## src/rtl/core/tpd_pkg.sv

```systemverilog
// Shared types and constants for the touch pad debounce, hold and repeat unit.
// Holds the configuration struct, lane result struct and register indexes.
// No dependencies.
package tpd_pkg;

    localparam int MAX_PADS   = 8;
    localparam int TIME_W     = 32;
    localparam int MS_W       = 16;
    localparam int CFG_ADDR_W = 3;
    localparam int CFG_DATA_W = 32;
    localparam int IN_DATA_W  = 40;
    localparam int OUT_DATA_W = 56;

    // Register reset values
    localparam logic [7:0]      RST_ENABLED_INPUTS  = 8'd137;
    localparam logic [MS_W-1:0] RST_PRESS_DEBOUNCE  = 16'd20;
    localparam logic [MS_W-1:0] RST_RELEASE_DEBOUNCE = 16'd50;
    localparam logic [MS_W-1:0] RST_MIN_ACTION      = 16'd30;
    localparam logic [MS_W-1:0] RST_HOLD            = 16'd1000;
    localparam logic [MS_W-1:0] RST_REPEAT_DELAY    = 16'd500;
    localparam logic [MS_W-1:0] RST_REPEAT_RATE     = 16'd150;
    localparam logic [31:0]     RST_HANDLER_MASK    = 32'd0;

    // Configuration register indexes
    typedef enum logic [CFG_ADDR_W-1:0] {
        REG_ENABLED_INPUTS  = 3'd0,
        REG_PRESS_DEBOUNCE  = 3'd1,
        REG_RELEASE_DEBOUNCE = 3'd2,
        REG_MIN_ACTION      = 3'd3,
        REG_HOLD            = 3'd4,
        REG_REPEAT_DELAY    = 3'd5,
        REG_REPEAT_RATE     = 3'd6,
        REG_HANDLER_MASK    = 3'd7
    } cfg_idx_t;

    typedef struct packed {
        logic [7:0]      enabled_inputs;
        logic [MS_W-1:0] press_debounce_ms;
        logic [MS_W-1:0] release_debounce_ms;
        logic [MS_W-1:0] min_action_ms;
        logic [MS_W-1:0] hold_ms;
        logic [MS_W-1:0] repeat_delay_ms;
        logic [MS_W-1:0] repeat_rate_ms;
        logic [31:0]     handler_mask;
    } cfg_t;

    // Per-pad handler enables
    typedef struct packed {
        logic press;
        logic release_en;
        logic hold;
        logic repeat_en;
    } hnd_t;

    // What one lane reports for one item
    typedef struct packed {
        logic pressed;
        logic ev_press;
        logic ev_release;
        logic ev_hold;
        logic ev_repeat;
        logic press_edge;
        logic release_edge;
    } lane_res_t;

endpackage

```

## src/rtl/core/tpd_lane.sv

```systemverilog
// One pad lane: debounce, press/release detection, hold and auto-repeat timing.
// Depends on tpd_pkg for the configuration, handler and result structs.
module tpd_lane (
    input  logic                          clk,
    input  logic                          rst_n,
    input  logic                          step,
    input  logic                          first,
    input  logic                          raw,
    input  logic [tpd_pkg::TIME_W-1:0]    now,
    input  tpd_pkg::cfg_t                 cfg,
    input  tpd_pkg::hnd_t                 hnd,
    output tpd_pkg::lane_res_t            res
);
    import tpd_pkg::*;

    logic              prev_raw_reg, prev_raw_next;
    logic              deb_reg, deb_next;
    logic              hold_done_reg, hold_done_next;
    logic              repeat_on_reg, repeat_on_next;
    logic              pedge_reg, pedge_next;
    logic              redge_reg, redge_next;
    logic [TIME_W-1:0] rct_reg, rct_next;
    logic [TIME_W-1:0] pst_reg, pst_next;
    logic [TIME_W-1:0] lrt_reg, lrt_next;

    logic              raw_chg;
    logic [TIME_W-1:0] stable_dt;
    logic [TIME_W-1:0] held_dt;
    logic [TIME_W-1:0] rep_dt;
    logic [MS_W-1:0]   need;
    logic              pressed;
    logic              rise;
    logic              fall;
    logic              stay;
    logic              hold_fire;
    logic              rep_ok;
    logic              rep_first;
    logic              rep_next;
    logic              rel_fire;

    // Time differences, all modulo 2^32
    assign raw_chg   = raw != prev_raw_reg;
    assign stable_dt = raw_chg ? '0 : (now - rct_reg);
    assign held_dt   = now - pst_reg;
    assign rep_dt    = now - lrt_reg;
    assign need      = raw ? cfg.press_debounce_ms : cfg.release_debounce_ms;

    // Debounced level after this item
    always_comb
    begin
        pressed = deb_reg;
        if ((raw != deb_reg) && (stable_dt >= {{(TIME_W-MS_W){1'b0}}, need}))
        begin
            pressed = raw;
        end
    end

    // Event decisions
    assign rise      = pressed && !deb_reg;
    assign fall      = !pressed && deb_reg;
    assign stay      = pressed && deb_reg;
    assign hold_fire = stay && !hold_done_reg && hnd.hold && (cfg.hold_ms != '0) &&
                       (held_dt >= {{(TIME_W-MS_W){1'b0}}, cfg.hold_ms});
    assign rel_fire  = fall && !hold_done_reg && hnd.release_en &&
                       (held_dt >= {{(TIME_W-MS_W){1'b0}}, cfg.min_action_ms});
    assign rep_ok    = stay && hnd.repeat_en && (cfg.repeat_delay_ms != '0) &&
                       (cfg.repeat_rate_ms != '0) &&
                       (held_dt >= {{(TIME_W-MS_W){1'b0}}, cfg.repeat_delay_ms});
    assign rep_first = rep_ok && !repeat_on_reg;
    assign rep_next  = rep_ok && repeat_on_reg &&
                       (rep_dt >= {{(TIME_W-MS_W){1'b0}}, cfg.repeat_rate_ms});

    // Next state of the lane
    always_comb
    begin
        prev_raw_next  = prev_raw_reg;
        deb_next       = deb_reg;
        hold_done_next = hold_done_reg;
        repeat_on_next = repeat_on_reg;
        pedge_next     = pedge_reg;
        redge_next     = redge_reg;
        rct_next       = rct_reg;
        pst_next       = pst_reg;
        lrt_next       = lrt_reg;
        if (step && first)
        begin
            // Prime only: latch the level and its time, clear edges
            prev_raw_next = raw;
            rct_next      = now;
            deb_next      = 1'b0;
            pedge_next    = 1'b0;
            redge_next    = 1'b0;
        end
        else if (step)
        begin
            prev_raw_next = raw;
            if (raw_chg)
            begin
                rct_next = now;
            end
            deb_next = pressed;
            if (rise)
            begin
                pst_next       = now;
                hold_done_next = 1'b0;
                repeat_on_next = 1'b0;
                lrt_next       = '0;
                pedge_next     = 1'b1;
                redge_next     = 1'b0;
            end
            else if (fall)
            begin
                redge_next     = 1'b1;
                pedge_next     = 1'b0;
                repeat_on_next = 1'b0;
            end
            else if (hold_fire)
            begin
                hold_done_next = 1'b1;
            end
            if (rep_first || rep_next)
            begin
                repeat_on_next = 1'b1;
                lrt_next       = now;
            end
        end
    end

    always_ff @(posedge clk or negedge rst_n)
    begin
        if (!rst_n)
        begin
            prev_raw_reg  <= 1'b0;
            deb_reg       <= 1'b0;
            hold_done_reg <= 1'b0;
            repeat_on_reg <= 1'b0;
            pedge_reg     <= 1'b0;
            redge_reg     <= 1'b0;
            rct_reg       <= '0;
            pst_reg       <= '0;
            lrt_reg       <= '0;
        end
        else
        begin
            prev_raw_reg  <= prev_raw_next;
            deb_reg       <= deb_next;
            hold_done_reg <= hold_done_next;
            repeat_on_reg <= repeat_on_next;
            pedge_reg     <= pedge_next;
            redge_reg     <= redge_next;
            rct_reg       <= rct_next;
            pst_reg       <= pst_next;
            lrt_reg       <= lrt_next;
        end
    end

    // Report the lane result; the priming item reports nothing
    always_comb
    begin
        res = '0;
        if (!first)
        begin
            res.pressed      = pressed;
            res.ev_press     = rise && hnd.press;
            res.ev_release   = rel_fire;
            res.ev_hold      = hold_fire;
            res.ev_repeat    = rep_first || rep_next;
            res.press_edge   = pedge_next;
            res.release_edge = redge_next;
        end
    end

    // A fired hold is remembered until the next press
    a_hold_latched: assert property (@(posedge clk) disable iff (!rst_n)
        (step && !first && hold_fire) |=> hold_done_reg)
        else $error("hold event not latched");

    // Press and release edge flags exclude each other
    a_edges_exclusive: assert property (@(posedge clk) disable iff (!rst_n)
        !(pedge_reg && redge_reg))
        else $error("press and release edge flags both set");

    // The debounced level moves only when an item is taken
    a_deb_on_step: assert property (@(posedge clk) disable iff (!rst_n)
        !step |=> $stable(deb_reg))
        else $error("debounced level changed without an item");

    // A release action never follows a fired hold in the same press
    a_rel_after_hold: assert property (@(posedge clk) disable iff (!rst_n)
        (step && res.ev_release) |-> !hold_done_reg)
        else $error("release action after hold");

endmodule

```

## config.mk

```make
export PLATFORM = sky130hd
export DESIGN_NAME = tpd_lane
export DESIGN_NICKNAME = d
export VERILOG_FILES = /design/src/rtl/core/tpd_pkg.sv /design/src/rtl/core/tpd_lane.sv
export SDC_FILE = /design/constraint.sdc
export NUM_CORES = 1
export LEC_CHECK = 0
export BUFFER_PORTS_ARGS = -buffer_cell sky130_fd_sc_hd__clkbuf_2
export CELL_PAD_IN_SITES_DETAIL_PLACEMENT = 1
export CELL_PAD_IN_SITES_GLOBAL_PLACEMENT = 1
export CORE_ASPECT_RATIO = 0.5
export CORE_UTILIZATION = 47
export DETAILED_ROUTE_END_ITERATION = 6
export PLACE_DENSITY = 0.92
export SETUP_SLACK_MARGIN = 0.2
export SYNTH_ARGS = -nofsm -noshare
export SYNTH_HDL_FRONTEND = slang
export SYNTH_SLANG_ARGS = --single-unit
```

## constraint.sdc

```tcl
create_clock -name clk -period 12.1 [get_ports clk]
set_input_delay 1.815 -clock clk [delete_from_list [all_inputs] [get_ports clk]]
set_output_delay 1.815 -clock clk [all_outputs]
set_load 0.005 [all_outputs]
```

==> flow_metrics.tcl <==
set metrics [dict create \
    status "complete, no violations" \
    htreeDepth 3 \
    areaGrowthSynthToFinish_pct 10.2 \
    slew_viol_final 0 \
    yosysWarnings 0 \
    maxCapViolCount 0 \
    fmax_mhz 112 \
    antenna_found_initial 0 \
    p_per_area_nw_per_um2 202 \
    ys_async_sr_fraction_pct 100 \
    nets 2026 \
    ant_nets 0 \
    clockBufferDepth 2 \
    seq_area_um2 2550 \
    syn_nets 1918 \
    first_global_vias 12464 \
    wl_per_cell_um 20.1 \
    rsz0062_at_grt "false" \
    hold_viol_final 0 \
    required_ps 10280 \
    start_util_pct 49.0 \
    synth_seq_cells 102 \
    p_comb_share_pct 70.0 \
    min_period_ps 8910 \
    postCtsSetupRepairBufs 0 \
    antenna_cells 0 \
    fillers 3165 \
    synthDistinctLibCells 73 \
    clockPowerShare_pct 10.9 \
    insertion_delay_ps 380 \
    cts_root_buffer "clkbuf_16" \
    path_class "primary input to primary output" \
    overflow 0 \
    vias_per_cell 6.07 \
    p_leak_nw 6.78 \
    final_common_cell "inv_1" \
    dr_total_vias 12198 \
    tritoncts "done" \
    io_buffers 143 \
    cts.sinks 102 \
    yosys-top-cells-area "dfrtp_1 21%, ha_1 18%, inv_1 6.5%" \
    ys_seq_area_share_pct 21.3 \
    cts-resized-gates 0 \
    avgSynthCellArea_um2 7.69 \
    maxSlewHeadroom_pct 27.0 \
    dr.pass1.iters 6 \
    io_pins 184 \
    coreArea_um2 24500 \
    syn_inst 1562 \
    cts_made_buffers 9 \
    end_kind "primary output" \
    hpwl_um 32700 \
    drc 0 \
    whs_ps 482 \
    netSwitchingFraction_pct 50.8 \
    fin_crit_sh_pct 73.6 \
    multiInputGateArea_um2 8440 \
    postCtsHoldBufs 0 \
    startpoint_type "primary input" \
    die_y_um 115 \
    p_int_mw 1.32 \
    yosysTopAreaCell "dfrtp_1" \
    globalRouteTotalUtil_pct 31.1 \
    final-setup-viol-count 0 \
    hold_path_depth 2 \
    cts.clk_slew.worst_paths_ps 60 \
    dieArea_um2 26200 \
    gp_congestion 0.946 \
    worst_hold_path_type "register to register" \
    grt_max_degree 98 \
    drt_iter0_markers 783 \
    tns_ps 0 \
    placed_cell_area_um2 13000 \
    pwr-share-seq_pct 19.1 \
    worstPathArrival_ps 7090 \
    synth-edff-count 0 \
    drive_gt1_share_pct 10.6 \
    synth_top_area_share_pct 21.3 \
    worst-path-max-fanout 6 \
    final_cell_area_um2 13200 \
    power.switching_mw 1.36 \
    fp-row-count 40 \
    layout_common_cells "208 x inv_1, 179 x nand2_1, 176 x ha_1" \
    wl_um 40300 \
    skew_ps 8.72 \
    tightest_slew_ps 1070 \
    reg2reg_depth 22 \
    grt_pass1_wl_um 65000 \
    peakVddDrop_mv 0.108 \
    dieWidth_um 228 \
    syn_area_um2 12000 \
    ys.flop_type "dfrtp_1" \
]
-- worst paths after layout --
check / slack (ps) / endpoint / start
setup / recovery: 3190 / res[2] / now[0]
hold / removal: 480 / rct_reg[29] / rct_reg[29]
setup reg to reg: 5870 / lrt_reg[25] / lrt_reg[0]
hold reg to reg: 480 / rct_reg[29] / rct_reg[29]
max in group asynchronous: 9430 / rct_reg[30] / rst_n
min in group asynchronous: 1470 / prev_raw_reg / rst_n
-- per-layer routing --
layer	GRT usage (%)	up-vias	share of wire [%]	wire length [um]
li1	-	5751	-	-
met1	39.1	5971	44	17800
met2	53.4	373	47	18800
met3	6.52	103	6.0	2430
met4	10.6	0	3.0	1230
met5	0	-	0	0
-- power groups by stage --
stage	clock network, mW	registers, mW	logic, mW
floorplan	0	0.492	1.31
global placement	0	0.506	1.67
detailed placement	0	0.515	1.81
CTS	0.295	0.510	1.84
global route	0.307	0.523	2.07
finish	0.291	0.511	1.87
-- synth_stat cells (all sizes together) (3+ instances only) --
master     n
nor2      76
a211o      3
nor2b     16
o31ai      5
a2111oi    5
a21o      50
a21oi    120
nor4      20
xor2      34
or2        6
o2111a     3
dfrtp    102
o22ai      6
o211ai    11
o221ai     5
clkbuf    44
o2111ai   11
o21a      21
xnor2     35
a22oi      4
o311ai     3
a211oi    16
o21ai    133
buf        8
nand2b    20
nor3      25
and2      10
a221o      3
a221oi     5
o21bai     9
and3      11
or4        5
fa         3
nand2    179
mux2i     56
and4       4
ha       176
inv      208
nand3b     4
a311oi     5
nand4     42
a31oi     13
nand3     24
-- area by class of cell --
cell class	count	area share [%]
Sequential cell	102	19.3
Tap cell	336	3.18
Timing Repair Buffer	149	5.77
Inverter	208	5.90
Clock inverter	3	0.142
Clock buffer	12	1.94
Multi-Input combinational cell	1200	63.8
-- critical path, stage by stage --
cell and delay, ps:
clkbuf_2 80, inv_1 210, ha_1 240, inv_1 60, fa_1 390, a21o_1 200
a221oi_2 470, nor2_1 100, nor2_1 180, o21ai_0 160, xor2_1 170, ha_1 190
a21o_1 150, a21oi_1 130, o22ai_1 140, nor2_1 130, nand4_1 100, or4_1 510
or4_1 530, nor4_2 760, nor4_1 190, clkbuf_2 170
-- stage by stage --
step / worst slack [ps] / power (mW) / utilization (%) / cells
after floorplan: 4690 / 1.80 / - / 1562
after global placement: 3390 / 2.18 / 52.8 / 1995
after detailed placement: 3250 / 2.32 / 52.8 / 1995
after CTS: 3240 / 2.64 / 53.9 / 2010
after global routing: 2870 / 2.90 / 53.9 / 2010
final: 3190 / 2.67 / 53.9 / 2010
-- cells by family after synthesis --
| kind of cell | count (synthesis) | synth area share (%) |
|---|---|---|
| AOI/OAI and AO/OA | 442 | 23.2 |
| and+or+nand+nor | 452 | 18.2 |
| muxes | 58 | 4.86 |
| buffers and inverters | 260 | 8.58 |
| xor gates and xnor gates | 69 | 5.03 |
| adders and majority gates | 179 | 18.8 |
| DFF | 102 | 21.3 |
Note: power is estimated with default switching activity, not from simulation.
