File: src/rtl/core/tpd_pkg.sv
// Shared types and constants for the touch pad debounce, hold and repeat unit.
// Holds the configuration struct, lane result struct and register indexes.
// No dependencies.
package tpd_pkg;

    localparam int MAX_PADS   = 8;
    localparam int TIME_W     = 32;
    localparam int MS_W       = 16;
    localparam int CFG_ADDR_W = 3;
    localparam int CFG_DATA_W = 32;
    localparam int IN_DATA_W  = 40;
    localparam int OUT_DATA_W = 56;

    // Register reset values
    localparam logic [7:0]      RST_ENABLED_INPUTS  = 8'd137;
    localparam logic [MS_W-1:0] RST_PRESS_DEBOUNCE  = 16'd20;
    localparam logic [MS_W-1:0] RST_RELEASE_DEBOUNCE = 16'd50;
    localparam logic [MS_W-1:0] RST_MIN_ACTION      = 16'd30;
    localparam logic [MS_W-1:0] RST_HOLD            = 16'd1000;
    localparam logic [MS_W-1:0] RST_REPEAT_DELAY    = 16'd500;
    localparam logic [MS_W-1:0] RST_REPEAT_RATE     = 16'd150;
    localparam logic [31:0]     RST_HANDLER_MASK    = 32'd0;

    // Configuration register indexes
    typedef enum logic [CFG_ADDR_W-1:0] {
        REG_ENABLED_INPUTS  = 3'd0,
        REG_PRESS_DEBOUNCE  = 3'd1,
        REG_RELEASE_DEBOUNCE = 3'd2,
        REG_MIN_ACTION      = 3'd3,
        REG_HOLD            = 3'd4,
        REG_REPEAT_DELAY    = 3'd5,
        REG_REPEAT_RATE     = 3'd6,
        REG_HANDLER_MASK    = 3'd7
    } cfg_idx_t;

    typedef struct packed {
        logic [7:0]      enabled_inputs;
        logic [MS_W-1:0] press_debounce_ms;
        logic [MS_W-1:0] release_debounce_ms;
        logic [MS_W-1:0] min_action_ms;
        logic [MS_W-1:0] hold_ms;
        logic [MS_W-1:0] repeat_delay_ms;
        logic [MS_W-1:0] repeat_rate_ms;
        logic [31:0]     handler_mask;
    } cfg_t;

    // Per-pad handler enables
    typedef struct packed {
        logic press;
        logic release_en;
        logic hold;
        logic repeat_en;
    } hnd_t;

    // What one lane reports for one item
    typedef struct packed {
        logic pressed;
        logic ev_press;
        logic ev_release;
        logic ev_hold;
        logic ev_repeat;
        logic press_edge;
        logic release_edge;
    } lane_res_t;

endpackage

File: src/rtl/core/tpd_merge.sv
// Merge stage: gathers the lane results into one item and holds it in the
// output register until it is taken. Depends on tpd_pkg for the lane struct.
module tpd_merge #(
    parameter int PADS = 8
) (
    input  logic                               clk,
    input  logic                               rst_n,
    input  logic                               load,
    input  tpd_pkg::lane_res_t                 lane_res [PADS],
    output logic                               s_ready,
    output logic                               m_tvalid,
    input  logic                               m_tready,
    output logic [tpd_pkg::OUT_DATA_W-1:0]     m_tdata
);
    import tpd_pkg::*;

    logic [MAX_PADS-1:0]   pressed_mask;
    logic [MAX_PADS-1:0]   press_events;
    logic [MAX_PADS-1:0]   release_actions;
    logic [MAX_PADS-1:0]   hold_events;
    logic [MAX_PADS-1:0]   repeat_events;
    logic [MAX_PADS-1:0]   press_edge_flags;
    logic [MAX_PADS-1:0]   release_edge_flags;
    logic [OUT_DATA_W-1:0] data_reg, data_next;
    logic                  valid_reg, valid_next;

    // Gather one bit per lane into each mask; pads beyond PADS stay zero
    always_comb
    begin
        pressed_mask       = '0;
        press_events       = '0;
        release_actions    = '0;
        hold_events        = '0;
        repeat_events      = '0;
        press_edge_flags   = '0;
        release_edge_flags = '0;
        for (int i = 0; i < PADS; i++)
        begin
            pressed_mask[i]       = lane_res[i].pressed;
            press_events[i]       = lane_res[i].ev_press;
            release_actions[i]    = lane_res[i].ev_release;
            hold_events[i]        = lane_res[i].ev_hold;
            repeat_events[i]      = lane_res[i].ev_repeat;
            press_edge_flags[i]   = lane_res[i].press_edge;
            release_edge_flags[i] = lane_res[i].release_edge;
        end
    end

    // Output register: load on a taken item, drop when the sink takes it
    assign s_ready = !valid_reg || m_tready;

    always_comb
    begin
        data_next  = data_reg;
        valid_next = valid_reg;
        if (load)
        begin
            data_next  = {release_edge_flags, press_edge_flags, repeat_events,
                          hold_events, release_actions, press_events, pressed_mask};
            valid_next = 1'b1;
        end
        else if (m_tready)
        begin
            valid_next = 1'b0;
        end
    end

    always_ff @(posedge clk or negedge rst_n)
    begin
        if (!rst_n)
        begin
            valid_reg <= 1'b0;
        end
        else
        begin
            valid_reg <= valid_next;
        end
    end

    always_ff @(posedge clk)
    begin
        data_reg <= data_next;
    end

    assign m_tvalid = valid_reg;
    assign m_tdata  = data_reg;

    // An item is loaded only when the register is free or being emptied
    a_no_overwrite: assert property (@(posedge clk) disable iff (!rst_n)
        (valid_reg && !m_tready) |-> !load)
        else $error("output item overwritten while stalled");

    // A stalled item stays put
    a_hold_stalled: assert property (@(posedge clk) disable iff (!rst_n)
        (valid_reg && !m_tready) |=> (valid_reg && $stable(data_reg)))
        else $error("stalled output item changed");

    // A loaded item is presented on the next cycle
    a_load_shows: assert property (@(posedge clk) disable iff (!rst_n)
        load |=> valid_reg)
        else $error("loaded item not presented");

endmodule

File: config.mk
export PLATFORM = sky130hd
export DESIGN_NAME = tpd_merge
export DESIGN_NICKNAME = d
export VERILOG_FILES = /design/src/rtl/core/tpd_pkg.sv /design/src/rtl/core/tpd_merge.sv
export SDC_FILE = /design/constraint.sdc
export NUM_CORES = 1
export LEC_CHECK = 0
export BUFFER_PORTS_ARGS = -buffer_cell sky130_fd_sc_hd__buf_2
export CORE_ASPECT_RATIO = 0.7
export CORE_MARGIN = 2
export CORE_UTILIZATION = 45
export CTS_BUF_LIST = sky130_fd_sc_hd__clkbuf_2
export CTS_CLUSTER_SIZE = 8
export DETAILED_ROUTE_END_ITERATION = 10
export MAX_ROUTING_LAYER = met4
export PLACE_DENSITY = 0.84
export SETUP_SLACK_MARGIN = 0.15
export SLEW_MARGIN = 20
export SYNTH_ARGS = -nofsm -noshare
export SYNTH_HDL_FRONTEND = slang
export SYNTH_SLANG_ARGS = --single-unit
export TNS_END_PERCENT = 1
File: constraint.sdc
create_clock -name clk -period 1.4 [get_ports clk]
set_input_delay 0.14 -clock clk [delete_from_list [all_inputs] [get_ports clk]]
set_output_delay 0.14 -clock clk [all_outputs]
set_load 0.02 [all_outputs]
==> metrics, run 1 <==
clk root buf=clkbuf_2; clk_lat worst skew=420 ps; FF-to-FF path depth=2; Remaining Overflow, GRT=0; IO Port Bufs=between 100 and 150; worst path buffer plus inverter count=3; P_sw=around 830 uW; Worst Skew=0 ps; status=finished clean; Cell Area, Synth=1730 um^2; Rel. slew slack=80.3%; share of layout cells above drive strength 1=53.6%; CP required=1260 ps; Mapped Cells=slightly below 60; maximum number of pins on one net before global-route repair=34; vias=1321; simple-gate share of the synthesized area=1.30%; DR WL/cell=15.4 um; Synth top area share=97.3%; crit-path leading delay family=buffers and inverters; Synth top cells by count=56 x edfxtp_1, 1 x dfrtp_1, 1 x nand2b_2, 1 x nand2b_4; EDFF count, synth=56; CTS Sinks=57; unrepaired setup endpoints after global routing=true; final core occ=a little under nine tenths; Via density=4.37; crit-path cells=dlygate4sd3_1, buf_2, nand2b_4, buf_6; drc violations=0; post-layout min period=1220 ps; mux share of post-synthesis cell area=0%; Pint=2540 uW; initial antenna violation count=0; CTS tree=built; worst-path fanout max=2; Synth Area in XOR/XNOR=0%; # H-tree levels=3; syn avg cell area=29.3 um^2; FP Rows=18; sequential area share after synthesis=just under 100%; hold violation total from the final report=0; die area=4360 um^2; first-pass GRT wire length=6860 um; CP Depth=4; Fmax=roughly 820 MHz; GRT Util Overall=approximately a quarter; share of power burned in registers=~61%; fin. max-slew vios=0; Initial Util=between 40% and 50%; Setup crit end=s_ready; fraction of registers with async set/reset=1.75%; max cap viols=0; Setup Fix Bufs, Post-CTS=0; CTS Buf Count=9; Setup TNS Final=0 ps; Static Leak=0.00135 uW; synth unique cells=4; sw frac=roughly a quarter; combinational power share=between 15 and 20%; crit path launch=m_tready; crit start category=input port; die width=a little under 80 um; Reg2Reg Launch Point=m_tvalid$_DFFE_PN0P_; critical path class=in2out; CP Data Arrival Time=1080 ps; count leader, synth=edfxtp_1; dominant cell type by area after synthesis=edfxtp_1; antenna-violating nets left=0; num ports=118; die height=about 56 um; Worst-Margin Slew=a little under 300 ps; final worst setup slack=178 ps; Seq cells post-synth=57; Finish-stage setup viols=0; Post-synth top flop=edfxtp_1; Adder-Cell Fraction of Synth Area=0%; drt pass-1 iters=4; clock share of power=22.2%; ranking of synthesized cells by area=edfxtp_1 97%, dfrtp_1 1.4%, nand2b_4 0.80%; CP max stage cell=dlygate4sd3_1; synth warn=0; fin crit share=a little under 90%; # diodes=0; CP max stage delay=550 ps; Compound-Gate Fraction of Synth Area=0%; fin nets=308; vias in the first global route=1419; fill cell count=172; Crit. End Element=primary output; buffer depth of the longest clock path=2; main combinational cell family by area after synthesis=simple AND/OR/NAND/NOR gates; Power Density=1100 nW/um^2; Core ar.=3600 um^2; clk slew on worst S/H paths=130 ps; layout overhead on the synthesized area=77.9%; Tightest Hold Check Type=in2reg; Peak VDD IR=a little over 0.0008 V; syn_nets=about 120; dpl ws=506 ps; Final Routed Wirelength=4640 um; hold path start=load; R2R setup slack=740 ps; RePlAce Congestion=0.671; DR iter-0 viols=35; FF-to-FF End=m_tvalid$_DFFE_PN0P_
## per-layer routing
layer  vias up  GRT usage [%]  share of wire, %
met5         -              -                 0
met1       615           25.4                40
met4         0           8.77               1.1
met3         4           10.6               9.7
li1        617              -                 -
met2        85           37.8                50
## power by group through the flow
stage                     Sequential [uW]  Clock, uW  Combinational [uW]
after floorplan                      2270          0                8.25
after global placement               2090          0                 422
after detailed placement             2090          0                 432
after CTS                            2050        781                 560
after global routing                 2070        861                 600
final                                2060        749                 572
## cells by family (layout without fill, tap and decap cells)
group,Yosys count,in the layout
buffers and inverters,0,193
DFF,57,57
and+or+nand+nor,2,2
## state kept, by name (all words and copies together), names as in the netlist
name / count
m_tdata: 56
m_tvalid: 1
## cell usage in the layout (no fill, tap or decap)
| cell | count |
|---|---|
| clkinv_1 | 1 |
| dfrtp_1 | 1 |
| nand2b_4 | 1 |
| buf_6 | 1 |
| dlygate4sd3_1 | 59 |
| clkbuf_2 | 14 |
| edfxtp_1 | 56 |
| buf_4 | 1 |
| nand2b_2 | 1 |
| buf_12 | 1 |
| buf_2 | 116 |
## stage by stage
step | cell area (um^2) | std cells | hold slack, ps | power [uW]
2_1_floorplan | 1730 | 59 | -156 | 2280
3_3_place_gp | 2400 | 228 | -85.7 | 2510
3_5_place_dp | 2400 | 228 | -84.9 | 2520
4_1_cts | 3080 | 302 | 142 | 3400
5_1_grt | 3080 | 302 | 125 | 3530
6_report | 3080 | 302 | 184 | 3380
## timing repair
item | 4_1_cts | 5_1_grt
cloned | 0 | 0
setup endpoints to repair | 1 | 2
endpoints found under the hold margin | 58 | 0
resized for setup | 2 | 0
hold buffers | 59 | 0
## how the worst min path moves through the flow
stage                            endpoint  slack [ps]  cells past startpoint
floorplan            m_tvalid$_DFFE_PN0P_        -160                      0
global placement     m_tvalid$_DFFE_PN0P_         -90                      1
detailed placement   m_tvalid$_DFFE_PN0P_         -80                      1
CTS                  m_tdata[1]$_DFFE_PP_         140                      2
global route        m_tdata[55]$_DFFE_PP_         130                      2
finish              m_tdata[13]$_DFFE_PP_         180                      2
## cell type report
class | count | area [um^2] | area share [%]
clock inverters | 1 | 3.75 | 0.122
clock buffers | 14 | 70.1 | 2.28
well taps | 50 | 62.6 | 2.03
flip-flops and latches | 57 | 1710 | 55.5
multi-input cells | 2 | 22.5 | 0.732
repair buffers | 178 | 1210 | 39.3
Note: power is estimated with default switching activity, not from simulation.
==> run 2, diff against run 1 <==
clock period = 1.47 ns   (was 1.4 ns; I/O delays follow)
==> run 2 against run 1 <==
  * Global-route usage increased by 0.49 points
  * Via count rose by 4.8%
  * Clock-buffer cell count fell by 3
  * Sequential power down 5%
  * Sequential share of layout area shrank 0.29 points
  * Critical path depth stayed put
  * Cell count rose by 0.33%
  * Utilization increased by 0.45 points
  * First-iteration DRC count increased by 66%
  * Worst hold slack better by 11 ps
  * Worst setup slack gained 58 ps
  * Critical endpoint unchanged
  * Largest power group unchanged
  * Highest routed layer unchanged
==> metrics, run 2 (synthesis results as in run 1) <==
clk slew on worst S/H paths=180 ps (+50 ps); CTS Buf Count=9 (unchanged); Fmax=slightly above 800 MHz; Remaining Overflow, GRT=0 (unchanged); FP Rows=18 (unchanged); initial antenna violation count=0 (unchanged); hold violation total from the final report=0 (unchanged); unrepaired setup endpoints after global routing=true; CP max stage delay=540 ps (about the same); share of layout cells above drive strength 1=53.4% (-0.21 points); GRT Util Overall=23.8% (+0.49 points); status=finished clean; drt pass-1 iters=4 (unchanged); Pint=2570 uW (+0.84%); Tightest Hold Check Type=in2reg; die height=55.9 um (unchanged); crit-path cells=dlygate4sd3_1, buf_2, nand2b_4, buf_6; P_sw=849 uW (+1.9%); max cap viols=0 (unchanged); Initial Util=48.0% (unchanged); Setup Fix Bufs, Post-CTS=0 (unchanged); clk_lat worst skew=430 ps (about the same); placed insts=228 (unchanged); Final Routed Wirelength=4830 um (+4.1%); commonest cells after routing, fill and taps aside=116 x buf_2, 59 x dlygate4sd3_1, 56 x edfxtp_1; drc violations=0 (unchanged); hold path start=load; worst-path fanout max=2 (unchanged); DR iter-0 viols=58 (+66%); crit path launch=m_tready; Finish-stage setup viols=0 (unchanged); post-layout min period=1230 ps; Power Density=1100 nW/um^2 (+0.56%); first-pass GRT wire length=7070 um (+3.1%); non-filler instance count after layout=303 (+0.33%); # H-tree levels=3 (unchanged); critical path class=in2out; clk root buf=clkbuf_2; Hold Worst Slack=195 ps (+10.8 ps); sw frac=24.9% (+0.19 points); Crit. End Element=primary output; Largest register FFs=56 (unchanged); Worst-Margin Slew=407 ps (+112 ps); # diodes=0 (unchanged); fin nets=308 (unchanged); crit start category=input port; share of power burned in registers=57.4% (-3.5 points); Via density=4.57 (+4.4%); antenna-violating nets left=0 (unchanged); Setup TNS Final=0 ps (unchanged); num ports=118 (unchanged); combinational power share=15.9% (-1.0 points); CP Data Arrival Time=1090 ps (about the same); Static Leak=0.00136 uW (+0.48%); worst path buffer plus inverter count=3 (unchanged); fin. max-slew vios=0 (unchanged); vias=1384 (+4.8%); Core ar.=3600 um^2 (unchanged); DR WL/cell=15.9 um (+3.7%); IO Port Bufs=117 (unchanged); die width=78.1 um (unchanged); commonest non-fill, non-tap cell in the layout=buf_2; buffer depth of the longest clock path=2 (unchanged); RePlAce Congestion=0.670 (-0.15%); Reg2Reg Launch Point=m_tvalid$_DFFE_PN0P_; layout overhead on the synthesized area=78.8%; Worst Skew=0 ps (unchanged); CTS tree=built; Rel. slew slack=72.8% (-7.4 points); vias in the first global route=1457 (+2.7%); CP required=1320 ps (+60 ps); crit-path leading delay family=buffers and inverters; Peak VDD IR=0.00105 V (+27%); clock share of power=26.7% (+4.5 points); CP max stage cell=dlygate4sd3_1; fin crit share=between 80 and 90%; final core occ=85.8% (+0.45 points); CTS Sinks=57 (unchanged); maximum number of pins on one net before global-route repair=34 (unchanged); die area=4360 um^2 (unchanged)
==> run 2: final timing paths <==
check,to,slack (ps),cells after the start
min reg2reg,m_tvalid$_DFFE_PN0P_,570,2
max in group asynchronous,m_tvalid$_DFFE_PN0P_,840,3
min in group asynchronous,m_tvalid$_DFFE_PN0P_,530,3
max,s_ready,240,4
min,m_tdata[38]$_DFFE_PP_,200,2
max reg2reg,m_tvalid$_DFFE_PN0P_,800,2
==> run 2: area by class of cell <==
cell class	instances	area (um^2)
flip-flops and latches	57	1710
multi-input cells	2	22.5
repair buffers	178	1200
clock inverters	5	47.5
fillers	167	512
well taps	50	62.6
clock buffers	11	55.1
==> run 2: layer usage <==
| metal | vias up | wire length, um | GRT usage [%] |
|---|---|---|---|
| met4 | 0 | 168 | 12.8 |
| met5 | - | 0 | - |
| met2 | 112 | 2320 | 37.9 |
| met3 | 16 | 519 | 9.74 |
| li1 | 617 | - | - |
| met1 | 639 | 1820 | 25.5 |
==> run 2: power by group through the flow <==
stage	sequential, uW	combinational [uW]	clock, uW
after global routing	1970	568	1000
after global placement	1990	397	0
after floorplan	2170	7.86	0
final	1960	542	912
after detailed placement	1990	407	0
after CTS	1960	527	922
==> run 2: through the flow <==
step	worst slack, ps	total power [uW]	instance area (um^2)
after floorplan	698	2170	1730
after global placement	555	2380	2390
after detailed placement	497	2400	2390
after CTS	170	3410	3090
after global routing	144	3540	3090
final	236	3410	3090
==> run 2: what timing repair did <==
item,4_1_cts,5_1_grt
gates cloned,0,0
hold buffers,59,0
resized for setup,1,1
endpoints found under the hold margin,58,0
endpoints found under the setup margin,1,2
